--- config.mk ---
export PLATFORM = sky130hd
export DESIGN_NAME = display_idle_backlight_controller_unit
export DESIGN_NICKNAME = d
export VERILOG_FILES = /design/src/hw/rtl/dibc_pkg.sv /design/src/hw/rtl/display_idle_backlight_controller_unit.sv /design/src/hw/rtl/dibc_cfg.sv /design/src/hw/rtl/dibc_step.sv
export SDC_FILE = /design/constraint.sdc
export NUM_CORES = 1
export LEC_CHECK = 0
export ABC_CLOCK_PERIOD_IN_PS = 11300
export BUFFER_PORTS_ARGS = -buffer_cell sky130_fd_sc_hd__buf_2
export CORE_ASPECT_RATIO = 0.9
export CORE_UTILIZATION = 40
export DETAILED_ROUTE_END_ITERATION = 7
export GPL_TIMING_DRIVEN = 0
export SLEW_MARGIN = 20
export SYNTH_ARGS = -nofsm -noshare
export SYNTH_HDL_FRONTEND = slang
export SYNTH_SLANG_ARGS = --single-unit
--- constraint.sdc ---
create_clock -name clk -period 11.3 [get_ports clk]
set_clock_uncertainty 0.2 [all_clocks]
set_input_delay 0.565 -clock clk [delete_from_list [all_inputs] [get_ports clk]]
set_output_delay 0.565 -clock clk [all_outputs]
set_load 0.05 [all_outputs]
--- src/hw/rtl/dibc_pkg.sv ---
package dibc_pkg;

  localparam int TIME_BITS  = 32;
  localparam int SECS_W     = 16;
  localparam int THRESH_W   = 26;
  localparam int LEVEL_W    = 7;
  localparam int MODE_W     = 3;
  localparam int FUNC_W     = 3;
  localparam int CFG_IDX_W  = 3;
  localparam int CFG_DATA_W = 16;

  localparam logic [LEVEL_W-1:0] FULL_LEVEL  = 7'd100;
  localparam logic [LEVEL_W-1:0] MIN_PERCENT = 7'd1;
  localparam logic [LEVEL_W-1:0] MAX_PERCENT = 7'd100;
  localparam logic [LEVEL_W-1:0] OFF_LEVEL   = 7'd0;
  localparam logic [THRESH_W-1:0] MS_PER_SEC = 26'd1000;

  localparam logic [MODE_W-1:0] MODE_ACTIVE = 3'd0;
  localparam logic [MODE_W-1:0] MODE_DIM    = 3'd1;
  localparam logic [MODE_W-1:0] MODE_CLOCK  = 3'd2;
  localparam logic [MODE_W-1:0] MODE_DIM2   = 3'd3;
  localparam logic [MODE_W-1:0] MODE_OFF    = 3'd4;

  localparam logic [FUNC_W-1:0] FN_TICK     = 3'd0;
  localparam logic [FUNC_W-1:0] FN_TOUCH    = 3'd1;
  localparam logic [FUNC_W-1:0] FN_RELEASE  = 3'd2;
  localparam logic [FUNC_W-1:0] FN_SET_HOLD = 3'd3;
  localparam logic [FUNC_W-1:0] FN_ALERT    = 3'd4;

  localparam logic [CFG_IDX_W-1:0] REG_DIM_SECS       = 3'd0;
  localparam logic [CFG_IDX_W-1:0] REG_CLOCK_SECS     = 3'd1;
  localparam logic [CFG_IDX_W-1:0] REG_DEEP_DIM_SECS  = 3'd2;
  localparam logic [CFG_IDX_W-1:0] REG_OFF_SECS       = 3'd3;
  localparam logic [CFG_IDX_W-1:0] REG_DIM_PERCENT    = 3'd4;
  localparam logic [CFG_IDX_W-1:0] REG_DEEP_DIM_PCT   = 3'd5;

  typedef struct packed {
    logic [SECS_W-1:0]  dim_seconds;
    logic [SECS_W-1:0]  clock_seconds;
    logic [SECS_W-1:0]  deep_dim_seconds;
    logic [SECS_W-1:0]  off_seconds;
    logic [LEVEL_W-1:0] dim_percent;
    logic [LEVEL_W-1:0] deep_dim_percent;
  } dibc_cfg_t;

  typedef struct packed {
    logic [MODE_W-1:0]  mode;
    logic               backlight_write;
    logic [LEVEL_W-1:0] backlight_level;
    logic               clock_changed;
    logic               clock_visible;
    logic               clock_refresh;
    logic               wake_swallowed;
    logic               tile_allowed;
    logic               hold_active;
  } dibc_res_t;

endpackage

--- src/hw/rtl/display_idle_backlight_controller_unit.sv ---
// Display idle manager. Events (tick, touch, release, set hold, alert wake) enter
// one word per cycle while in_stall is low. A word is held in the input register
// and then in the result register, which drives the out_ ports. The state update
// for a word happens as it moves from the input register to the result register,
// so a result held by out_stall still leaves room for one more word before in_stall
// rises. Threshold registers are in seconds, zero disables a level; percent writes
// clamp to 1..100. Write configuration only when idle.
module display_idle_backlight_controller_unit import dibc_pkg::*; (
  input  logic                  clk,
  input  logic                  rst_n,
  input  logic                  cfg_valid,
  output logic                  cfg_ready,
  input  logic [CFG_IDX_W-1:0]  cfg_index,
  input  logic [CFG_DATA_W-1:0] cfg_data,
  input  logic                  in_valid,
  output logic                  in_stall,
  input  logic [FUNC_W-1:0]     in_func,
  input  logic [TIME_BITS-1:0]  in_now_ms,
  input  logic                  in_hold_request,
  output logic                  out_valid,
  input  logic                  out_stall,
  output logic [MODE_W-1:0]     out_mode,
  output logic                  out_backlight_write,
  output logic [LEVEL_W-1:0]    out_backlight_level,
  output logic                  out_clock_changed,
  output logic                  out_clock_visible,
  output logic                  out_clock_refresh,
  output logic                  out_wake_swallowed,
  output logic                  out_tile_allowed,
  output logic                  out_hold_active
);

  dibc_cfg_t cfg;
  dibc_res_t res;

  dibc_cfg u_cfg (
    .clk       (clk),
    .rst_n     (rst_n),
    .cfg_valid (cfg_valid),
    .cfg_ready (cfg_ready),
    .cfg_index (cfg_index),
    .cfg_data  (cfg_data),
    .cfg       (cfg)
  );

  dibc_step u_step (
    .clk             (clk),
    .rst_n           (rst_n),
    .cfg             (cfg),
    .in_valid        (in_valid),
    .in_stall        (in_stall),
    .in_func         (in_func),
    .in_now_ms       (in_now_ms),
    .in_hold_request (in_hold_request),
    .out_valid       (out_valid),
    .out_stall       (out_stall),
    .res             (res)
  );

  assign out_mode            = res.mode;
  assign out_backlight_write = res.backlight_write;
  assign out_backlight_level = res.backlight_level;
  assign out_clock_changed   = res.clock_changed;
  assign out_clock_visible   = res.clock_visible;
  assign out_clock_refresh   = res.clock_refresh;
  assign out_wake_swallowed  = res.wake_swallowed;
  assign out_tile_allowed    = res.tile_allowed;
  assign out_hold_active     = res.hold_active;

endmodule

--- src/hw/rtl/dibc_cfg.sv ---
module dibc_cfg import dibc_pkg::*; (
  input  logic                  clk,
  input  logic                  rst_n,
  input  logic                  cfg_valid,
  output logic                  cfg_ready,
  input  logic [CFG_IDX_W-1:0]  cfg_index,
  input  logic [CFG_DATA_W-1:0] cfg_data,
  output dibc_cfg_t             cfg
);

  dibc_cfg_t cfg_r;
  dibc_cfg_t cfg_nxt;

  function automatic logic [LEVEL_W-1:0] clamp_pct(input logic [LEVEL_W-1:0] v);
    logic [LEVEL_W-1:0] r;
    if (v < MIN_PERCENT) begin
      r = MIN_PERCENT;
    end else if (v > MAX_PERCENT) begin
      r = MAX_PERCENT;
    end else begin
      r = v;
    end
    return r;
  endfunction

  assign cfg_ready = 1'b1;
  assign cfg       = cfg_r;

  always_comb begin
    cfg_nxt = cfg_r;
    if (cfg_valid) begin
      case (cfg_index)
        REG_DIM_SECS:      cfg_nxt.dim_seconds      = cfg_data;
        REG_CLOCK_SECS:    cfg_nxt.clock_seconds    = cfg_data;
        REG_DEEP_DIM_SECS: cfg_nxt.deep_dim_seconds = cfg_data;
        REG_OFF_SECS:      cfg_nxt.off_seconds      = cfg_data;
        REG_DIM_PERCENT:   cfg_nxt.dim_percent      = clamp_pct(cfg_data[LEVEL_W-1:0]);
        REG_DEEP_DIM_PCT:  cfg_nxt.deep_dim_percent = clamp_pct(cfg_data[LEVEL_W-1:0]);
        default:           cfg_nxt = cfg_r;
      endcase
    end
  end

  always_ff @(posedge clk) begin
    if (!rst_n) begin
      cfg_r.dim_seconds      <= 16'd30;
      cfg_r.clock_seconds    <= 16'd60;
      cfg_r.deep_dim_seconds <= 16'd300;
      cfg_r.off_seconds      <= 16'd600;
      cfg_r.dim_percent      <= 7'd30;
      cfg_r.deep_dim_percent <= 7'd10;
    end else begin
      cfg_r <= cfg_nxt;
    end
  end

endmodule

--- src/hw/rtl/dibc_step.sv ---
module dibc_step import dibc_pkg::*; (
  input  logic                 clk,
  input  logic                 rst_n,
  input  dibc_cfg_t            cfg,
  input  logic                 in_valid,
  output logic                 in_stall,
  input  logic [FUNC_W-1:0]    in_func,
  input  logic [TIME_BITS-1:0] in_now_ms,
  input  logic                 in_hold_request,
  output logic                 out_valid,
  input  logic                 out_stall,
  output dibc_res_t            res
);

  // input stage
  logic                 s1_valid_r, s1_valid_nxt;
  logic [FUNC_W-1:0]    s1_func_r;
  logic [TIME_BITS-1:0] s1_now_r;
  logic                 s1_hold_req_r;

  // block state
  logic [MODE_W-1:0]    mode_r, mode_nxt;
  logic [TIME_BITS-1:0] last_r, last_nxt;
  logic                 pend_r, pend_nxt;
  logic                 hold_r, hold_nxt;
  logic                 supp_r, supp_nxt;
  logic                 clk_vis_r, clk_vis_nxt;
  logic [LEVEL_W-1:0]   level_r, level_nxt;

  // result stage
  logic                 out_valid_r, out_valid_nxt;
  dibc_res_t            res_r, res_nxt;

  logic                 accept;
  logic                 advance;
  logic [TIME_BITS-1:0] idle;
  logic [MODE_W-1:0]    target;
  logic                 wrote;
  logic                 set_clk;
  logic                 refresh;
  logic                 swallowed;

  function automatic logic reached(input logic [TIME_BITS-1:0] idle_ms,
                                   input logic [SECS_W-1:0] secs);
    logic [THRESH_W-1:0] thresh;
    thresh = THRESH_W'(secs) * MS_PER_SEC;
    return (secs != '0) && (idle_ms >= TIME_BITS'(thresh));
  endfunction

  function automatic logic [LEVEL_W-1:0] mode_level(input logic [MODE_W-1:0] m,
                                                     input dibc_cfg_t c);
    logic [LEVEL_W-1:0] l;
    case (m)
      MODE_ACTIVE: l = FULL_LEVEL;
      MODE_DIM:    l = c.dim_percent;
      MODE_CLOCK:  l = c.dim_percent;
      MODE_DIM2:   l = c.deep_dim_percent;
      default:     l = OFF_LEVEL;
    endcase
    return l;
  endfunction

  assign advance  = s1_valid_r && (!out_valid_r || !out_stall);
  assign in_stall = s1_valid_r && !advance;
  assign accept   = in_valid && !in_stall;

  assign s1_valid_nxt  = accept || (s1_valid_r && !advance);
  assign out_valid_nxt = advance || (out_valid_r && out_stall);

  assign idle = s1_now_r - last_r;

  always_comb begin
    if (reached(idle, cfg.off_seconds)) begin
      target = MODE_OFF;
    end else if (reached(idle, cfg.deep_dim_seconds)) begin
      target = MODE_DIM2;
    end else if (reached(idle, cfg.clock_seconds)) begin
      target = MODE_CLOCK;
    end else if (reached(idle, cfg.dim_seconds)) begin
      target = MODE_DIM;
    end else begin
      target = MODE_ACTIVE;
    end
  end

  always_comb begin
    mode_nxt    = mode_r;
    last_nxt    = last_r;
    pend_nxt    = pend_r;
    hold_nxt    = hold_r;
    supp_nxt    = supp_r;
    clk_vis_nxt = clk_vis_r;
    level_nxt   = level_r;
    wrote       = 1'b0;
    set_clk     = 1'b0;
    refresh     = 1'b0;
    swallowed   = 1'b0;
    case (s1_func_r)
      FN_TICK: begin
        if (!hold_r) begin
          // a deferred wake returns to active before the idle check
          if (pend_r) begin
            pend_nxt = 1'b0;
            if (mode_r != MODE_ACTIVE) begin
              mode_nxt    = MODE_ACTIVE;
              level_nxt   = FULL_LEVEL;
              clk_vis_nxt = 1'b0;
              wrote       = 1'b1;
              set_clk     = 1'b1;
            end
          end
          if (target != mode_nxt) begin
            mode_nxt    = target;
            level_nxt   = mode_level(target, cfg);
            clk_vis_nxt = target inside {MODE_CLOCK, MODE_DIM2, MODE_OFF};
            wrote       = 1'b1;
            set_clk     = 1'b1;
          end
          refresh = mode_nxt inside {MODE_CLOCK, MODE_DIM2, MODE_OFF};
        end
      end
      FN_TOUCH: begin
        if (!hold_r) begin
          last_nxt = s1_now_r;
          if (mode_r == MODE_DIM) begin
            mode_nxt  = MODE_ACTIVE;
            level_nxt = FULL_LEVEL;
            wrote     = 1'b1;
          end else if (mode_r != MODE_ACTIVE) begin
            // deep mode: light up now, swallow the touch, wake on next tick
            supp_nxt  = 1'b1;
            pend_nxt  = 1'b1;
            level_nxt = FULL_LEVEL;
            wrote     = 1'b1;
            swallowed = 1'b1;
          end
        end
      end
      FN_RELEASE: begin
        supp_nxt = 1'b0;
      end
      FN_SET_HOLD: begin
        hold_nxt = s1_hold_req_r;
        last_nxt = s1_now_r;
      end
      FN_ALERT: begin
        if (!hold_r) begin
          last_nxt = s1_now_r;
          if (mode_r != MODE_ACTIVE) begin
            pend_nxt = 1'b1;
          end
          level_nxt = FULL_LEVEL;
          wrote     = 1'b1;
        end
      end
      default: begin
        mode_nxt = mode_r;
      end
    endcase

    res_nxt.mode            = mode_nxt;
    res_nxt.backlight_write = wrote;
    res_nxt.backlight_level = level_nxt;
    res_nxt.clock_changed   = set_clk;
    res_nxt.clock_visible   = clk_vis_nxt;
    res_nxt.clock_refresh   = refresh;
    res_nxt.wake_swallowed  = swallowed;
    res_nxt.tile_allowed    = !supp_nxt && (mode_nxt == MODE_ACTIVE || mode_nxt == MODE_DIM);
    res_nxt.hold_active     = hold_nxt;
  end

  always_ff @(posedge clk) begin
    if (!rst_n) begin
      s1_valid_r  <= 1'b0;
      out_valid_r <= 1'b0;
      mode_r      <= MODE_ACTIVE;
      last_r      <= '0;
      pend_r      <= 1'b0;
      hold_r      <= 1'b0;
      supp_r      <= 1'b0;
      clk_vis_r   <= 1'b0;
      level_r     <= FULL_LEVEL;
    end else begin
      s1_valid_r  <= s1_valid_nxt;
      out_valid_r <= out_valid_nxt;
      if (advance) begin
        mode_r    <= mode_nxt;
        last_r    <= last_nxt;
        pend_r    <= pend_nxt;
        hold_r    <= hold_nxt;
        supp_r    <= supp_nxt;
        clk_vis_r <= clk_vis_nxt;
        level_r   <= level_nxt;
      end
    end
  end

  always_ff @(posedge clk) begin
    if (accept) begin
      s1_func_r     <= in_func;
      s1_now_r      <= in_now_ms;
      s1_hold_req_r <= in_hold_request;
    end
    if (advance) begin
      res_r <= res_nxt;
    end
  end

  assign out_valid = out_valid_r;
  assign res       = res_r;

endmodule

# Yosys cells after proc, flatten, opt, wreduce, memory -nomap -nowiden
# Index checks and enable logic that the tools add are counted.
[op_classes] addsub=1 mul=4 n_lt_le_gt_ge=6 n_eq_ne=24 n_mux=52 n_bitwise=2 reduce_logical=43
[ops] operator="greater-or-equal comparator 32 x 26 -> 1 bit" n=4
[ops] operator="multiplier 16 x 7 -> 23 bit, second input constant" n=4
[ops] operator="one-hot mux 32 bit (2 select lines)" n=1
[ops] operator="nonzero test 16 bit" n=4
[ops] operator="2-to-1 mux 7 bit" n=9
[ops] operator="one-hot mux 7 bit (3 select lines)" n=2
[ops] operator="2-to-1 mux 3 bit" n=13
[ops] operator="2-to-1 mux 32 bit" n=1
[ops] operator="subtractor 32 bit" n=1
[ops] operator="== test 3 x 2 -> 1 bit, second input constant" n=8
[ops] operator="2-to-1 mux 1 bit" n=22
[ops] operator="== test 3 x 1 -> 1 bit, second input constant" n=5
[ops] operator="== test 3 bit, second input constant" n=5
[ops] operator="zero test 3 bit" n=4
[ops] operator="AND reduction 2 bit" n=6
[ops] operator="nonzero test 3 bit" n=4
[ops] operator="inequality test 2 bit, second input constant" n=5
[ops] operator="logical AND 1 bit" n=9
[ops] operator="greater-than comparator 7 bit, second input constant" n=1
[ops] operator="less-than comparator 7 x 1 -> 1 bit, second input constant" n=1
[ops] operator="one-hot mux 1 bit (3 select lines)" n=2
[ops] operator="one-hot mux 3 bit (2 select lines)" n=1
[ops] operator="AND reduction 6 bit" n=1
[ops] operator="OR reduction 2 bit" n=3
[ops] operator="other kinds (8)" n=16
[word_totals] regBits=179 in_bits=60 out_inout_bits=20 word_cells=159

# Logic depth before layout (Yosys ltp)
[logic_depth] depth_word=16 ltp_mapped=37

# Hierarchy
# A second synthesis with hierarchy kept.
[unflattened] cells_unflattened=2334 area_unflattened_um2=21478.1
[by_module_without_submodules] mod="dibc_step" n_inst=1 cells_each=1975 area_per_inst_um2=18605.3
[by_module_without_submodules] mod="dibc_cfg" n_inst=1 cells_each=359 area_per_inst_um2=2872.8

# Worst setup path after synthesis
# OpenSTA, ideal clock, no wires.
[synth_timing] kind="register to register" startpoint="reg u_cfg.cfg_r, in the netlist u_cfg.cfg[14]" endpoint="reg u_step.res_r, in the netlist u_step.res[8], data pin" setup_ns=0.285 t_arrival_ns=7.454 setup_slack_ns=3.361 stages_incl_launch_ff=34 synth_period_minus_slack_ns=7.939 path_cell_list="dfxtp_1 > fa_1 > inv_1 > fa_1 > fa_1 > fa_1 > inv_1 > ha_1 > o21ai_0 > a21boi_0 > o21ai_0 > a21oi_1 > o21ai_0 > a21boi_0 > o21ai_0 > a21boi_0 > nor4_1 > nor4_1 > a211o_1 > o41ai_1 > xor2_1 > ha_1 > a21o_1 > a221oi_1 > o211ai_1 > a41o_1 > o22a_1 > buf_4 > a2111oi_2 > and4b_4 > or3_1 > buf_2 > o21ai_2 > a221oi_1"
[synth_via] elab_chain_cells=10 word_cells_on_any_way=15 classes_between="mul (1); order compare (1); eq/ne (4); mux (5); reduce/logical (4)"
[synth_rtl] item="from (decl)" line="dibc_cfg.sv:11" source="dibc_cfg_t cfg_r;"
[synth_rtl] item="from (signal assigned)" line="dibc_cfg.sv:53" source="cfg_r <= cfg_nxt;"
[synth_rtl] item="multiplier 16 x 7 -> 23 bit" line="dibc_step.sv:46" source="thresh = THRESH_W'(secs) * MS_PER_SEC;"
[synth_rtl] item="greater-or-equal comparator 32 x 26 -> 1 bit" line="dibc_step.sv:47" source="return (secs != '0) && (idle_ms >= TIME_BITS'(thresh));"
[synth_rtl] item="logical AND 1 bit (*)" line="dibc_step.sv:47"
[synth_rtl] item="2-to-1 mux 3 bit (*)" line="dibc_step.sv:73" source="if (reached(idle, cfg.off_seconds)) begin"
[synth_rtl] item="== test 3 x 1 -> 1 bit / == test 3 x 2 -> 1 bit (equally long branches)" line="dibc_step.sv:53" source="case (m)"
[synth_rtl] item="OR reduction 2 bit (no line)"
[synth_rtl] item="one-hot mux 7 bit (3 select lines)" line="dibc_step.sv:53"
[synth_rtl] item="2-to-1 mux 7 bit (*)" line="dibc_step.sv:112" source="if (target != mode_nxt) begin"
[synth_rtl] item="2-to-1 mux 7 bit (*)" line="dibc_step.sv:100" source="if (!hold_r) begin"
[synth_rtl] item="one-hot mux 7 bit (3 select lines) (*)" line="dibc_step.sv:98" source="case (s1_func_r)"
[synth_rtl] item="via u_step.level_nxt[2]" line="dibc_step.sv:28" source="logic [LEVEL_W-1:0] level_r, level_nxt;"
[synth_rtl] item="to (signal assigned)" line="dibc_step.sv:205" source="res_r <= res_nxt;"
[synth_rtl] item="to (decl)" line="dibc_step.sv:32" source="dibc_res_t res_r, res_nxt;"
# Mark *: on every way through the listed nets, which the timed path passes. The rest lies on a longest branch.
# A chain may end at the register's enable or synchronous reset.

# Final worst setup path
# Ends and elaborated chain as after synthesis.

==> results.toml <==
[status]
status = "finished clean"

[cts]
postCtsHoldBufs = 0
clock-sinks = 179
cts_buffer_depth = 2
cts_setup_buffers = 0
clk_latency_ns = 0.48
clk_pin_slew_ns = 0.08
cts_tree = "built"
numCtsBuffers = 17
h-tree-depth = 4
cts_root_buf = "clkbuf_16"
cts_resized = 0

[logic_synthesis]
ys_seq_area_frac = 0.1938
yosys_register_bits = 179
yosys.area.top_type = "ha_1"
synthMostInstantiatedCell = "inv_1"
ys.warnings.count = 0
synthCells = 2325
yosys-top-cells-area = "ha_1, fa_1, dfxtp_1, edfxtp_1, inv_1"
syn-cell-area_um2 = 21230
synth_ff_type = "dfxtp_1"
yosys.area.top_type_share = 0.2145
syn_avg_cell_area_um2 = 9.131
synth_edf_count = 53
synth.net_count = 2965
yosysUniqueCellTypes = 76
synthArstFlopShare = 0
netlist_top_cells_count = "inv_1, ha_1, fa_1"

[routing]
vias_per_cell = 5.267
dr.pass1.iters = 6
post_drt_wl_per_cell_um = 17.34
ant_nets = 0
drc_errors = 0
drt-total-wl_mm = 54.13
first_iter_violations = 966
via_count = 16439

[global_route]
busiest_layer = "met2"
grt.overflow.total = 0
grt_pass1_wl_mm = 87.08
grt_use_total = 0.2080
antenna_found_initial = 1
grt_max_degree = 31
met2_usage = 0.3465
grt_pass1_vias = 16514
use_met1 = 0.2721
grt_util_met3 = 0.03857

[worst_hold_path]
hp-class = "in2reg"

[setup_path]
cp_max_fo = 10
cp.required_ns = 11.29
slowest_stage = "fa_1"
path_class = "reg2reg"
critPathMaxStageDelay_ns = 0.61
crit_arrival_ns = 9.24
cp-start-kind = "register"
cp-end-kind = "register"

[floorplanning]
fp.dieW_um = 244.8
fp-row-count = 79
core_um2 = 52090
start_util = 0.4076
num_io_pins = 80
dieArea_um2 = 54000
die_h_um = 220.6

[timing]
fin_crit_sh = 0.8186
fmax_mhz = 108.1
slew_violations = 0
worst_pin_slew_ns = 1.213
fin_tns_setup_ns = 0
post-route-min-period_ns = 9.250
relSlewSlack = 0.1856
hold_viol = 0
finalSetupViolCount = 0
rsz0062_at_grt = "no"

[cells_and_area]
fin_nets = 3059
drive_above_1_share = 0.05677
fillers = 5090
area_growth_pct = 8.663
seq_area_um2 = 4114
fin_util = 0.4429
multi_input_area_um2 = 15450

[place]
dp_hpwl_mm = 44.30
io_buffers = 74
place.gp.congestion = 0.8729

[power]
pwr_density_cell_nw_per_um2 = 117.3
power.total_mw = 2.707
leakage_nw = 10.85
irDropWorstVdd_v = 0.0001191

[job]
max-cap-violations = 0
## critical path, delay by kind of cell (launching register included)
| family | cells | cell delay (ns) |
|---|---|---|
| xor gates and xnor gates | 1 | 0.18 |
| adders and majority gates | 6 | 2.70 |
| AOI/OAI and AO/OA | 17 | 3.70 |
| buffers and inverters | 4 | 0.46 |
| DFF | 1 | 0.42 |
| and+or+nand+nor | 6 | 1.27 |
## cells by family after synthesis
logic type      count (synthesis)  synth area share
mux                            35           0.01656
xor+xnor                       99           0.04084
buf+inv                       448           0.07974
flops                         179            0.1938
compound gates                441            0.1324
fa+ha+maj                     580            0.4182
other cells                     1         0.0001766
simple gates                  542            0.1183
## worst paths after layout
kind	depth (start not counted)	startpoint	to	slack, ns
max	34	u_cfg.cfg[14]$_SDFFE_PN0P_	u_step.res[8]$_DFFE_PP_	2.05
min	1	in_now_ms[16]	u_step.s1_now_r[16]$_DFFE_PP_	0.06
max reg2reg	34	u_cfg.cfg[14]$_SDFFE_PN0P_	u_step.res[8]$_DFFE_PP_	2.05
min reg2reg	2	u_cfg.cfg[5]$_SDFFE_PN0P_	u_cfg.cfg[5]$_SDFFE_PN0P_	0.25
## cells in the final DEF (no fill, tap or decap), types with 8 or more instances in the layout
cell,n
a21boi_0,12
nand2b_1,23
dfxtp_1,126
a21oi_1,159
o21ai_0,84
and3_1,12
a22o_1,8
o21a_1,19
inv_1,400
a211oi_1,16
xor2_1,32
xnor2_1,65
nand4_1,23
nor2_1,119
clkbuf_16,17
a211o_1,9
nor4_1,10
a31oi_1,10
nor2b_1,19
nor3_1,38
buf_2,76
nand3_1,49
edfxtp_1,53
a21o_1,27
o21bai_1,9
mux2i_1,34
ha_1,364
nand2_1,209
o211ai_1,31
clkbuf_1,43
fa_1,216
## final cells by class
class	instances	area share
repair buffers	75	0.01692
diodes	2	0.0002169
clock inverters	12	0.005478
inverters	400	0.06508
flip-flops and latches	179	0.1783
plain buffers	48	0.008352
multi-input cells	1698	0.6695
well taps	688	0.03731
clock buffers	19	0.01877
## sequential cells by signal, summed over array words and instances (netlist names), 3 cells and up
name              count
u_step.s1_now_r      32
u_step.last_r        32
u_step.s1_func_r      3
u_step.res           17
u_cfg.cfg            78
u_step.level_r        7
u_step.mode_r         3
## metal layers
metal  vias to the layer above  part of all wire
met3                        80             0.059
met1                      8026              0.45
met2                       354              0.47
li1                       7979                 -
met4                         0             0.030
met5                         -                 0
## power breakdown
part / internal [mW] / switching [mW]
clock: 0.307 / 0.287
combinational: 0.594 / 0.812
sequential: 0.685 / 0.0212
## through the flow
stage | hold WS, ns | area, um^2 | cells | setup slack (ns)
floorplan | 0.2332 | 21230 | 2325 | 3.361
CTS | 0.04811 | 23060 | 3119 | 2.269
detailed placement | 0.2447 | 22510 | 3088 | 2.328
global route | 0.04984 | 23070 | 3120 | 1.519
global placement | 0.2427 | 22460 | 3087 | 2.447
finish | 0.05732 | 23070 | 3121 | 2.050
Power figures use the tool's default switching activity.
